$ cat config.mk
export PLATFORM = sky130hd
export DESIGN_NAME = adc_window_sum_and_square_accumulator_core
export DESIGN_NICKNAME = d
export VERILOG_FILES = /design/src/sv/awsa_pkg.sv /design/src/sv/awsa_alu.sv /design/src/sv/awsa_ctrl.sv /design/src/sv/adc_window_sum_and_square_accumulator_core.sv
export SDC_FILE = /design/constraint.sdc
export NUM_CORES = 1
export LEC_CHECK = 0
export ABC_CLOCK_PERIOD_IN_PS = 6500
export CAP_MARGIN = 20
export CORE_ASPECT_RATIO = 1.75
export CORE_MARGIN = 4
export CORE_UTILIZATION = 45
export CTS_CLUSTER_SIZE = 16
export DETAILED_ROUTE_END_ITERATION = 10
export DONT_BUFFER_PORTS = 1
export SLEW_MARGIN = 30
export SYNTH_ARGS = -nofsm -noshare
export SYNTH_HDL_FRONTEND = slang
export SYNTH_SLANG_ARGS = --single-unit
$ cat constraint.sdc
create_clock -name clk -period 6.5 [get_ports clk]
set_clock_uncertainty 0.2 [all_clocks]
set_input_delay 1.3 -clock clk [delete_from_list [all_inputs] [get_ports clk]]
set_output_delay 1.3 -clock clk [all_outputs]
set_load 0.01 [all_outputs]
$ cat src/sv/awsa_pkg.sv
package awsa_pkg;

	// block configuration
	localparam int CHANNELS    = 8;
	localparam int SAMPLE_BITS = 10;
	localparam int CH_W        = (CHANNELS > 1) ? $clog2(CHANNELS) : 1;

	// accumulator and counter widths
	localparam int SUM_W   = 27;
	localparam int SQ_W    = 37;
	localparam int ALU_W   = 37;
	localparam int PROD_W  = 2 * SAMPLE_BITS;
	localparam int ROUND_W = 16;
	localparam int FRAME_W = 32;

	// result field widths
	localparam int OUT_CH_W  = 3;
	localparam int OUT_SUM_W = 26;
	localparam int OUT_SQ_W  = 36;

	// stream widths
	localparam int IN_TDATA_W  = 16;
	localparam int OUT_FIELD_W = FRAME_W + OUT_CH_W + OUT_SUM_W + OUT_SQ_W;
	localparam int OUT_TDATA_W = ((OUT_FIELD_W + 7) / 8) * 8;

	// configuration port
	localparam int PADDR_W = 3;
	localparam int PDATA_W = 32;
	localparam logic REG_WINDOW_LENGTH = 1'b0;
	localparam logic [ROUND_W-1:0] WINDOW_RESET = 16'd10000;

	typedef enum logic [2:0] {
		ST_IDLE,
		ST_MUL,
		ST_SUM,
		ST_SQ,
		ST_ROUND,
		ST_FRAME,
		ST_LOAD,
		ST_EMIT
	} awsa_state_t;

	typedef enum logic [1:0] {
		OP_SUM,
		OP_SQ,
		OP_ROUND,
		OP_FRAME
	} awsa_op_t;

	// sequencer to datapath
	typedef struct packed {
		logic     s_ready;
		logic     m_valid;
		awsa_op_t op;
		logic     en_prod;
		logic     wr_sum;
		logic     wr_sq;
		logic     ptr_adv;
		logic     wr_round;
		logic     wr_frame;
		logic     emit_clr;
		logic     emit_inc;
		logic     load_out;
		logic     clear_acc;
	} awsa_ctrl_t;

	// datapath to sequencer
	typedef struct packed {
		logic s_accept;
		logic m_accept;
		logic ch_last;
		logic round_match;
		logic emit_last;
	} awsa_stat_t;

endpackage

$ cat src/sv/awsa_alu.sv
module awsa_alu (
	input  logic [awsa_pkg::ALU_W-1:0]   a,
	input  logic [awsa_pkg::ALU_W-1:0]   b,
	input  logic [awsa_pkg::ROUND_W-1:0] cmp,
	output logic [awsa_pkg::ALU_W-1:0]   result,
	output logic                         match
);
	import awsa_pkg::*;

	// shared adder with low-field equality compare
	assign result = a + b;
	assign match  = (result[ROUND_W-1:0] == cmp);

endmodule

$ cat src/sv/awsa_ctrl.sv
module awsa_ctrl (
	input  logic                 clk,
	input  logic                 arst_n,
	input  awsa_pkg::awsa_stat_t stat,
	output awsa_pkg::awsa_ctrl_t ctrl
);
	import awsa_pkg::*;

	awsa_state_t state_q;
	awsa_state_t state_d;

	// state register
	always_ff @(posedge clk or negedge arst_n) begin
		if (!arst_n) begin
			state_q <= ST_IDLE;
		end else begin
			state_q <= state_d;
		end
	end

	// next state and controls
	always_comb begin
		state_d = state_q;
		ctrl    = '0;
		ctrl.op = OP_SUM;
		unique case (state_q)
			ST_IDLE: begin
				ctrl.s_ready = 1'b1;
				if (stat.s_accept) begin
					state_d = ST_MUL;
				end
			end
			ST_MUL: begin
				ctrl.en_prod = 1'b1;
				state_d      = ST_SUM;
			end
			ST_SUM: begin
				ctrl.op     = OP_SUM;
				ctrl.wr_sum = 1'b1;
				state_d     = ST_SQ;
			end
			ST_SQ: begin
				ctrl.op      = OP_SQ;
				ctrl.wr_sq   = 1'b1;
				ctrl.ptr_adv = 1'b1;
				state_d      = stat.ch_last ? ST_ROUND : ST_IDLE;
			end
			ST_ROUND: begin
				ctrl.op       = OP_ROUND;
				ctrl.wr_round = 1'b1;
				state_d       = stat.round_match ? ST_FRAME : ST_IDLE;
			end
			ST_FRAME: begin
				ctrl.op       = OP_FRAME;
				ctrl.wr_frame = 1'b1;
				ctrl.emit_clr = 1'b1;
				state_d       = ST_LOAD;
			end
			ST_LOAD: begin
				ctrl.load_out = 1'b1;
				state_d       = ST_EMIT;
			end
			ST_EMIT: begin
				ctrl.m_valid = 1'b1;
				if (stat.m_accept) begin
					if (stat.emit_last) begin
						ctrl.clear_acc = 1'b1;
						state_d        = ST_IDLE;
					end else begin
						ctrl.emit_inc = 1'b1;
						state_d       = ST_LOAD;
					end
				end
			end
			default: begin
				state_d = ST_IDLE;
			end
		endcase
	end

endmodule

$ cat src/sv/adc_window_sum_and_square_accumulator_core.sv
// channel   | direction | fields
// s_axis    | in        | tdata: sample[9:0]
// m_axis    | out       | tdata: frame_number, channel, sum, sum_squares; tlast: last
// apb       | in/out    | window_length at byte address 0
//
// a sample passes accept, square, sum add and square-sum add steps, plus a round count
// update on the last channel; all adds go through one shared 37-bit adder
// a window end adds a frame count step and then a load and an emit step per result
// s_tready is low while a sample or the result burst is in work
// m_tvalid holds until each result transfer, tready low simply stalls the burst
// reset clears the pointer, accumulators, round and frame counts, window to 10000
module adc_window_sum_and_square_accumulator_core (
	input  logic                                 clk,
	input  logic                                 arst_n,
	// sample stream
	input  logic                                 s_tvalid,
	output logic                                 s_tready,
	input  logic [awsa_pkg::IN_TDATA_W-1:0]      s_tdata,   // sample[9:0], zero pad
	// result stream
	output logic                                 m_tvalid,
	input  logic                                 m_tready,
	output logic [awsa_pkg::OUT_TDATA_W-1:0]     m_tdata,   // frame_number[31:0],
	                                                        // channel[34:32], sum[60:35],
	                                                        // sum_squares[96:61], zero pad
	output logic                                 m_tlast,
	// configuration
	input  logic                                 psel,
	input  logic                                 penable,
	input  logic                                 pwrite,
	input  logic [awsa_pkg::PADDR_W-1:0]         paddr,
	input  logic [awsa_pkg::PDATA_W-1:0]         pwdata,
	output logic [awsa_pkg::PDATA_W-1:0]         prdata,
	output logic                                 pready
);
	import awsa_pkg::*;

	awsa_ctrl_t ctrl;
	awsa_stat_t stat;

	logic [ROUND_W-1:0]     window_q;
	logic [SAMPLE_BITS-1:0] sample_q;
	logic [PROD_W-1:0]      prod_q;
	logic [CH_W-1:0]        ch_q;
	logic [CH_W-1:0]        emit_idx_q;
	logic [ROUND_W-1:0]     round_q;
	logic [FRAME_W-1:0]     frame_q;
	logic [SUM_W-1:0]       sum_q [CHANNELS];
	logic [SQ_W-1:0]        sq_q  [CHANNELS];

	logic [CH_W-1:0]        rd_idx;
	logic [SUM_W-1:0]       sum_rd;
	logic [SQ_W-1:0]        sq_rd;
	logic [ALU_W-1:0]       alu_a;
	logic [ALU_W-1:0]       alu_b;
	logic [ALU_W-1:0]       alu_res;
	logic                   alu_match;

	logic [FRAME_W-1:0]     out_frame_q;
	logic [OUT_CH_W-1:0]    out_ch_q;
	logic [OUT_SUM_W-1:0]   out_sum_q;
	logic [OUT_SQ_W-1:0]    out_sq_q;
	logic                   out_last_q;

	logic                   cfg_wr;

	// configuration port
	assign pready = 1'b1;
	assign cfg_wr = psel & penable & pwrite & pready;
	assign prdata = (paddr[2] == REG_WINDOW_LENGTH)
		? {{(PDATA_W-ROUND_W){1'b0}}, window_q} : '0;

	always_ff @(posedge clk or negedge arst_n) begin
		if (!arst_n) begin
			window_q <= WINDOW_RESET;
		end else if (cfg_wr && (paddr[2] == REG_WINDOW_LENGTH)) begin
			window_q <= pwdata[ROUND_W-1:0];
		end
	end

	// sequencer
	assign s_tready       = ctrl.s_ready;
	assign m_tvalid       = ctrl.m_valid;
	assign stat.s_accept  = s_tvalid & ctrl.s_ready;
	assign stat.m_accept  = ctrl.m_valid & m_tready;
	assign stat.ch_last   = (ch_q == CH_W'(CHANNELS - 1));
	assign stat.emit_last = (emit_idx_q == CH_W'(CHANNELS - 1));
	assign stat.round_match = alu_match;

	awsa_ctrl u_ctrl (
		.clk    (clk),
		.arst_n (arst_n),
		.stat   (stat),
		.ctrl   (ctrl)
	);

	// one accumulator read port, shared by update and result load
	assign rd_idx = ctrl.load_out ? emit_idx_q : ch_q;
	assign sum_rd = sum_q[rd_idx];
	assign sq_rd  = sq_q[rd_idx];

	// shared adder operand select
	always_comb begin
		unique case (ctrl.op)
			OP_SUM: begin
				alu_a = ALU_W'(sum_rd);
				alu_b = ALU_W'(sample_q);
			end
			OP_SQ: begin
				alu_a = ALU_W'(sq_rd);
				alu_b = ALU_W'(prod_q);
			end
			OP_ROUND: begin
				alu_a = ALU_W'(round_q);
				alu_b = ALU_W'(1);
			end
			OP_FRAME: begin
				alu_a = ALU_W'(frame_q);
				alu_b = ALU_W'(1);
			end
			default: begin
				alu_a = '0;
				alu_b = '0;
			end
		endcase
	end

	awsa_alu u_alu (
		.a      (alu_a),
		.b      (alu_b),
		.cmp    (window_q),
		.result (alu_res),
		.match  (alu_match)
	);

	// sample capture and square
	always_ff @(posedge clk) begin
		if (stat.s_accept) begin
			sample_q <= s_tdata[SAMPLE_BITS-1:0];
		end
		if (ctrl.en_prod) begin
			prod_q <= sample_q * sample_q;
		end
	end

	// accumulators
	always_ff @(posedge clk or negedge arst_n) begin
		if (!arst_n) begin
			for (int i = 0; i < CHANNELS; i++) begin
				sum_q[i] <= '0;
				sq_q[i]  <= '0;
			end
		end else if (ctrl.clear_acc) begin
			for (int i = 0; i < CHANNELS; i++) begin
				sum_q[i] <= '0;
				sq_q[i]  <= '0;
			end
		end else begin
			if (ctrl.wr_sum) begin
				sum_q[ch_q] <= alu_res[SUM_W-1:0];
			end
			if (ctrl.wr_sq) begin
				sq_q[ch_q] <= alu_res[SQ_W-1:0];
			end
		end
	end

	// channel pointer, round and frame counters, result index
	always_ff @(posedge clk or negedge arst_n) begin
		if (!arst_n) begin
			ch_q       <= '0;
			round_q    <= '0;
			frame_q    <= '0;
			emit_idx_q <= '0;
		end else begin
			if (ctrl.ptr_adv) begin
				ch_q <= stat.ch_last ? '0 : ch_q + CH_W'(1);
			end
			if (ctrl.wr_round) begin
				round_q <= alu_match ? '0 : alu_res[ROUND_W-1:0];
			end
			if (ctrl.wr_frame) begin
				frame_q <= alu_res[FRAME_W-1:0];
			end
			if (ctrl.emit_clr) begin
				emit_idx_q <= '0;
			end else if (ctrl.emit_inc) begin
				emit_idx_q <= emit_idx_q + CH_W'(1);
			end
		end
	end

	// result register
	always_ff @(posedge clk) begin
		if (ctrl.load_out) begin
			out_frame_q <= frame_q;
			out_ch_q    <= OUT_CH_W'(emit_idx_q);
			out_sum_q   <= sum_rd[OUT_SUM_W-1:0];
			out_sq_q    <= sq_rd[OUT_SQ_W-1:0];
			out_last_q  <= stat.emit_last;
		end
	end

	assign m_tdata = {{(OUT_TDATA_W-OUT_FIELD_W){1'b0}},
		out_sq_q, out_sum_q, out_ch_q, out_frame_q};
	assign m_tlast = out_last_q;

endmodule
==> flow_metrics.tcl, run 1 <==
set metrics [dict create \
    status "finished clean" \
    core_region_area_sq_um 77400 \
    ioPinCount 198 \
    routedWlPerCell_microns 26.2 \
    layout_commonest_cell "nand2_1" \
    timing.fmax_mhz 158 \
    multi_input_area_sq_um 15600 \
    firstDrtPassIters 6 \
    design_area_sq_um 39100 \
    path_delay_family "simple AND/OR/NAND/NOR gates" \
    core.rowCount 135 \
    wl_microns 118000 \
    area_delta_synth_final_pct 11.3 \
    port_buffers 0 \
    grt_pass1_wl_microns 176000 \
    hold_violations 0 \
    place_area_sq_um 36600 \
    synth_edf_count 127 \
    cts_hold_buf 0 \
    path_class "register to register" \
    powerDensity_nw_per_um2 641 \
    h-tree-depth 3 \
    synthMuxAreaShare 0.0313 \
    report.final.setup_viol 0 \
    most-common-layout-cells "nand2_1, dfrtp_1, o21ai_0, a22o_1, nand3_1" \
    rsz0062_at_grt "false" \
    die_x_microns 219 \
    cap_violations 0 \
    cts.reportedPaths.clkPinSlew_ns 0.06 \
    layout-drive-gt1-share 0.116 \
    grt_max_degree 578 \
    synthAdderAreaFrac 0.0528 \
    synth_top_family_by_area "compound AO/OA/AOI/OAI gates" \
    hold_path_class "primary input to asynchronous set/reset pin" \
    track_usage 0.282 \
    dp_hpwl_microns 75400 \
    period_share 0.972 \
    synth-xor-area-share 0.0195 \
    dr.first_iter.drc_count 2500 \
    hold-worst-slack_ns 0.158 \
    clock_path_buffers 3 \
    drv_slew 0 \
    cp_slowest_cell "dfrtp_2" \
    synthCells 3471 \
    yosys_most_used_dff "dfrtp_1" \
    synth_compound_area_frac 0.170 \
    power.leakage_nw 17.7 \
    ant_nets 0 \
    nNetsFinal 3594 \
    drc 0 \
    crit_path_end_kind "register" \
    worstPathRequired_ns 6.77 \
    dp_slack_ns -0.116 \
    die_h_microns 377 \
    synthSimpleGateAreaFrac 0.159 \
    slew_headroom 0.299 \
    synthesis.area_sq_um 35100 \
    cts_sinks 704 \
    ff_latch_area_sq_um 18300 \
    avgSynthCellArea_sq_um 10.1 \
    critPathMaxStageDelay_ns 0.46 \
    synth-seq-cells 704 \
    vias 27797 \
    totalNegativeSetupSlack_ns 0 \
    crit_path_start_kind "register" \
    cpMostUsedCell "buf_4" \
    clockRootBuffer "clkbuf_16" \
    synth_cell_types 91 \
    start_util 0.454 \
    layout_min_cycle_time_ns 6.32 \
    via_per_inst 6.18 \
    seq_area_frac_synth 0.520 \
    critPathMaxFanout 32 \
    cp_num_buf_inv 6 \
    antenna_found_initial 1 \
    cp.arrival_ns 6.59 \
    place_congestion 0.890 \
    clk_latency_ns 0.65 \
    grt_pass1_vias 28097 \
    irDropWorstVdd_uv 712 \
    fin_ws_ns 0.179 \
    grt_overflow 0 \
    cts_tree "built" \
    async_reset_ff_frac 0.820 \
    final_util 0.505 \
    worst_slew_pin_slew_ns 1.05 \
    design.die.area_sq_um 82700 \
    crit_chain "nand3b_1 > buf_4 > buf_4 > mux2_4 > buf_4 > a311oi_1 > a31o_2 > o22ai_1 > nand2_1 > o221a_2 > ha_1 > nand3_1 > nor4_1 > o21ai_0 > nand2_1 > and2_1 > a221oi_1 > buf_4 > nand3b_2 > buf_4 > nor4_2 > xnor2_1 > buf_4 > o21ai_0" \
    num-fill-cells 7075 \
    cts_made_buffers 69 \
    yosys_warnings 0 \
]
==> sequential cells by signal, indices dropped and copies added (netlist names), 10 cells and up <==
register and count:
frame_q 32, out_frame_q 32, out_sq_q 36, out_sum_q 26
prod_q 19, round_q 16, sample_q 10, sq_q 288
sum_q 216, window_q 16
==> through the flow <==
stage / total power, mW / cells
2_1_floorplan: 15.6 / 3493
3_5_place_dp: 20.6 / 4360
4_1_cts: 24.8 / 4485
6_report: 25.0 / 4498
3_3_place_gp: 20.3 / 4358
5_1_grt: 26.4 / 4497
==> worst paths after layout <==
path	start	endpoint	slack, ns	cells past startpoint
hold reg to reg	frame_q[9]	out_frame_q[9]	0.27	0
setup / recovery	u_ctrl.state_q[0]	sq_q[290]	0.18	24
max in group asynchronous	arst_n	sq_q[277]	3.66	3
hold / removal	arst_n	window_q[12]	0.16	0
setup reg to reg	u_ctrl.state_q[0]	sq_q[290]	0.18	24
min in group clk	frame_q[9]	out_frame_q[9]	0.27	0
==> where the power goes <==
part	total [mW]	switching, mW	internal, mW	leakage [nW]
Clock	4.05	1.78	2.27	1.08
Sequential	7.58	1.14	6.44	8.62
Combinational	13.4	9.09	4.33	8.00
==> cells by family after synthesis <==
| kind of cell | Yosys count |
|---|---|
| adders and majority gates | 120 |
| and+or+nand+nor | 1261 |
| muxes | 95 |
| AOI/OAI and AO/OA | 829 |
| other | 2 |
| DFF | 704 |
| buffers and inverters | 390 |
| xor gates and xnor gates | 70 |
==> cell type report <==
class / count / area share
Antenna cell: 3 / 0.000192
Clock buffer: 108 / 0.0530
Clock inverter: 15 / 0.00349
Inverter: 107 / 0.0103
Multi-Input combinational cell: 2400 / 0.399
Sequential cell: 704 / 0.467
Tap cell: 1027 / 0.0329
Timing Repair Buffer: 134 / 0.0341
==> cells in the mapped netlist, types with 22 or more instances <==
cell / number / area, sq um
o21ai_0: 264 / 1320
dfrtp_1: 572 / 14300
a22o_1: 234 / 2050
nor2b_1: 23 / 144
nand3_1: 155 / 776
xnor2_1: 47 / 412
nor3_1: 22 / 110
a211oi_1: 26 / 195
and2_1: 33 / 206
a21oi_1: 49 / 245
buf_1: 29 / 109
a21o_1: 25 / 188
buf_4: 30 / 225
fa_1: 47 / 941
a311oi_1: 42 / 368
and3_1: 63 / 394
a31o_2: 42 / 368
mux2_2: 23 / 259
inv_1: 106 / 398
nand2_1: 820 / 3080
ha_1: 73 / 913
clkbuf_1: 204 / 766
nor2_1: 69 / 259
edfxtp_1: 127 / 3810
mux2i_1: 62 / 621
==> what timing repair did <==
| item | in CTS | in global routing |
|---|---|---|
| cloned | 0 | 2 |
| buffers inserted | 2 | 3 |
| gates resized for setup | 1 | 5 |
| endpoints found under the setup margin | 59 | 78 |
==> per-layer routing <==
layer,track usage,part of all wire
met4,0.163,0.067
met3,0.0474,0.068
met5,0,0
met1,0.333,0.36
met2,0.481,0.50
(Power assumes the default switching activity.)
==> inputs of run 2 (changes only) <==
CORE_ASPECT_RATIO = 0.8   (was 1.75)
==> run 2 against run 1 <==
  * Clock power up 6.7%
  * Count of clock-buffer cells in the layout fell by 2
  * Sequential cell count did not move
  * Sequential power about the same
  * Sequential share of layout area decreased by 0.25 points
  * Via count rose by 0.63%
  * Global-route usage decreased by 0.85 points
  * Critical path depth grew 3
  * Critical path type unchanged
  * Highest routed layer is now met5
==> flow_metrics.tcl, run 2 (same netlist as run 1, synthesis figures left out) <==
set metrics [dict create \
    status "finished clean" \
    clkPwrFrac 0.170 \
    firstDrtPassIters 6 \
    critPathMaxStageDelay_ns 0.49 \
    worstPathRequired_ns 6.76 \
    ioPinCount 198 \
    drv_slew 0 \
    power.leakage_nw 17.8 \
    rsz0062_at_grt "true" \
    cts_tree "built" \
    design.die.area_sq_um 82600 \
    via_per_inst 6.18 \
    layout_commonest_cell "nand2_1" \
    core.rowCount 91 \
    h-tree-depth 3 \
    regMostFlops "sq_q" \
    largest_reg_flops 288 \
    switchingPower_mw 12.2 \
    die_x_microns 320 \
    clockRootBuffer "clkbuf_16" \
    hold_path_class "primary input to asynchronous set/reset pin" \
    wl_microns 115000 \
    crit_path_end_kind "register" \
    layout-drive-gt1-share 0.124 \
    path_class "register to register" \
    report.final.setup_viol 0 \
    cp.arrival_ns 6.55 \
    area_delta_synth_final_pct 11.9 \
    antenna_found_initial 1 \
    r2r_start "u_ctrl.state_q[0]" \
    slew_headroom 0.307 \
    routedWlPerCell_microns 25.4 \
    p_seq_frac 0.298 \
    vias 27973 \
    die_h_microns 258 \
    final_util 0.509 \
    nNetsFinal 3614 \
    grt_pass1_vias 27525 \
    layout_min_cycle_time_ns 6.29 \
    powerDensity_nw_per_um2 648 \
    track_usage 0.273 \
    combPwrFrac 0.532 \
    cts.reportedPaths.clkPinSlew_ns 0.06 \
    totalNegativeSetupSlack_ns 0 \
    num-fill-cells 6863 \
    r2r_end "sq_q[211]" \
    start_util 0.455 \
    critPathMaxFanout 17 \
    cts_made_buffers 75 \
    cp_num_buf_inv 7 \
    grt_max_degree 578 \
    timing.fmax_mhz 159 \
    crit_path_start_kind "register" \
    hold_violations 0 \
    worst-r2r-cell-count 27 \
    final_cells 4523 \
    worst_slew_pin_slew_ns 1.04 \
    grt_pass1_wl_microns 174000 \
    largest_registers "sq_q: 288 flops, sum_q: 216 flops, out_sq_q: 36 flops" \
    ant_nets 0 \
    port_buffers 0 \
    clk_latency_ns 0.65 \
    irDropWorstVdd_uv 583 \
    cts_sinks 704 \
    grt_overflow 0 \
    most-common-layout-cells "nand2_1, dfrtp_1, o21ai_0, a22o_1, nand3_1" \
    internal-power_mw 13.2 \
    place_congestion 0.885 \
    core_region_area_sq_um 77200 \
    cts_hold_buf 0 \
    drc 0 \
    dp_cells 4366 \
    period_share 0.968 \
    clock_path_buffers 3 \
    cap_violations 0 \
    dp_hpwl_microns 73100 \
    dr.first_iter.drc_count 3032 \
    path_delay_family "compound AO/OA/AOI/OAI gates" \
    r2r_slack_ns 0.21 \
    cpMostUsedCell "buf_4" \
    cp_slowest_cell "fa_1" \
    swShare 0.480 \
]
[run 2: changes by cell type in the layout (fill, tap and decap cells not counted), sizes merged]
cell | previous run | this run
buf | 133 | 149
clkinv | 11 | 27
clkbuf | 109 | 106
diode | 3 | 1
inv | 107 | 109
a21o | 27 | 26
bufinv | 2 | 3
[run 2: how the worst max path moves through the flow]
stage                 startpoint                end  slack (ns)  cells past startpoint
4_1_cts        u_ctrl.state_q[0]        frame_q[27]        0.02                     23
3_5_place_dp   u_ctrl.state_q[0]          sq_q[179]       -0.22                     19
5_1_grt        u_ctrl.state_q[0]  u_ctrl.state_q[0]       -0.04                     24
2_1_floorplan      emit_idx_q[0]        round_q[13]        0.13                     27
3_3_place_gp   u_ctrl.state_q[0]           sq_q[68]       -0.14                     21
6_report       u_ctrl.state_q[0]          sq_q[211]        0.21                     27
[run 2: area by class of cell]
cell class / count / area (sq um) / area share
sequential: 704 / 18300 / 0.465
multi-input combinational: 2399 / 15500 / 0.396
clock buffer: 106 / 2170 / 0.0552
timing repair buffer: 149 / 1320 / 0.0335
tap: 1023 / 1280 / 0.0326
inverter: 107 / 404 / 0.0103
clock inverter: 34 / 290 / 0.00739
antenna: 1 / 2.50 / 0.0000637
[run 2: worst register-to-register path, cell delays in order (launching register included)]
cell	delay [ns]
dfrtp_2	0.41
nand3b_1	0.31
buf_4	0.24
mux2i_4	0.20
buf_12	0.17
and3_1	0.14
a311oi_1	0.34
a31o_2	0.29
o22ai_1	0.14
nand2_1	0.12
o221a_2	0.18
ha_1	0.21
inv_1	0.08
fa_1	0.49
nor2b_1	0.18
o31a_1	0.19
o31ai_1	0.08
buf_4	0.16
a21oi_1	0.24
a311o_2	0.31
a221oi_1	0.11
buf_4	0.18
nand4b_4	0.24
buf_4	0.24
nor2_1	0.13
xnor2_1	0.13
buf_4	0.25
o21ai_0	0.12
[run 2: repair_timing]
action,CTS,global route
resized for setup,5,11
pin swaps,1,1
setup buffers,3,9
endpoints found under the setup margin,57,111
[run 2: power groups by stage]
stage                     logic (mW)  registers (mW)  clock network, mW
after CTS                       13.2            7.56               4.39
after global routing            14.5            7.74               4.57
after detailed placement        13.1            7.60                  0
final                           13.5            7.57               4.32
after floorplan                 8.28            7.28                  0
after global placement          12.9            7.55                  0
[run 2: through the flow]
| stage | hold WS, ns | setup WS [ns] | total power, mW | area [sq um] |
|---|---|---|---|---|
| floorplan | 0.244 | 0.132 | 15.6 | 35200 |
| global placement | 0.257 | -0.141 | 20.4 | 36500 |
| detailed placement | 0.269 | -0.223 | 20.7 | 36500 |
| CTS | 0.180 | 0.0182 | 25.1 | 39000 |
| global route | 0.131 | -0.0358 | 26.8 | 39300 |
| finish | 0.150 | 0.209 | 25.4 | 39300 |
[run 2: routing by layer]
layer | track usage | part of all wire | up-vias
met2 | 0.399 | 0.43 | 1375
met1 | 0.401 | 0.44 | 14200
met3 | 0.0572 | 0.091 | 261
met4 | 0.104 | 0.039 | 2
met5 | 0 | 0.00010 | -
li1 | - | - | 12135
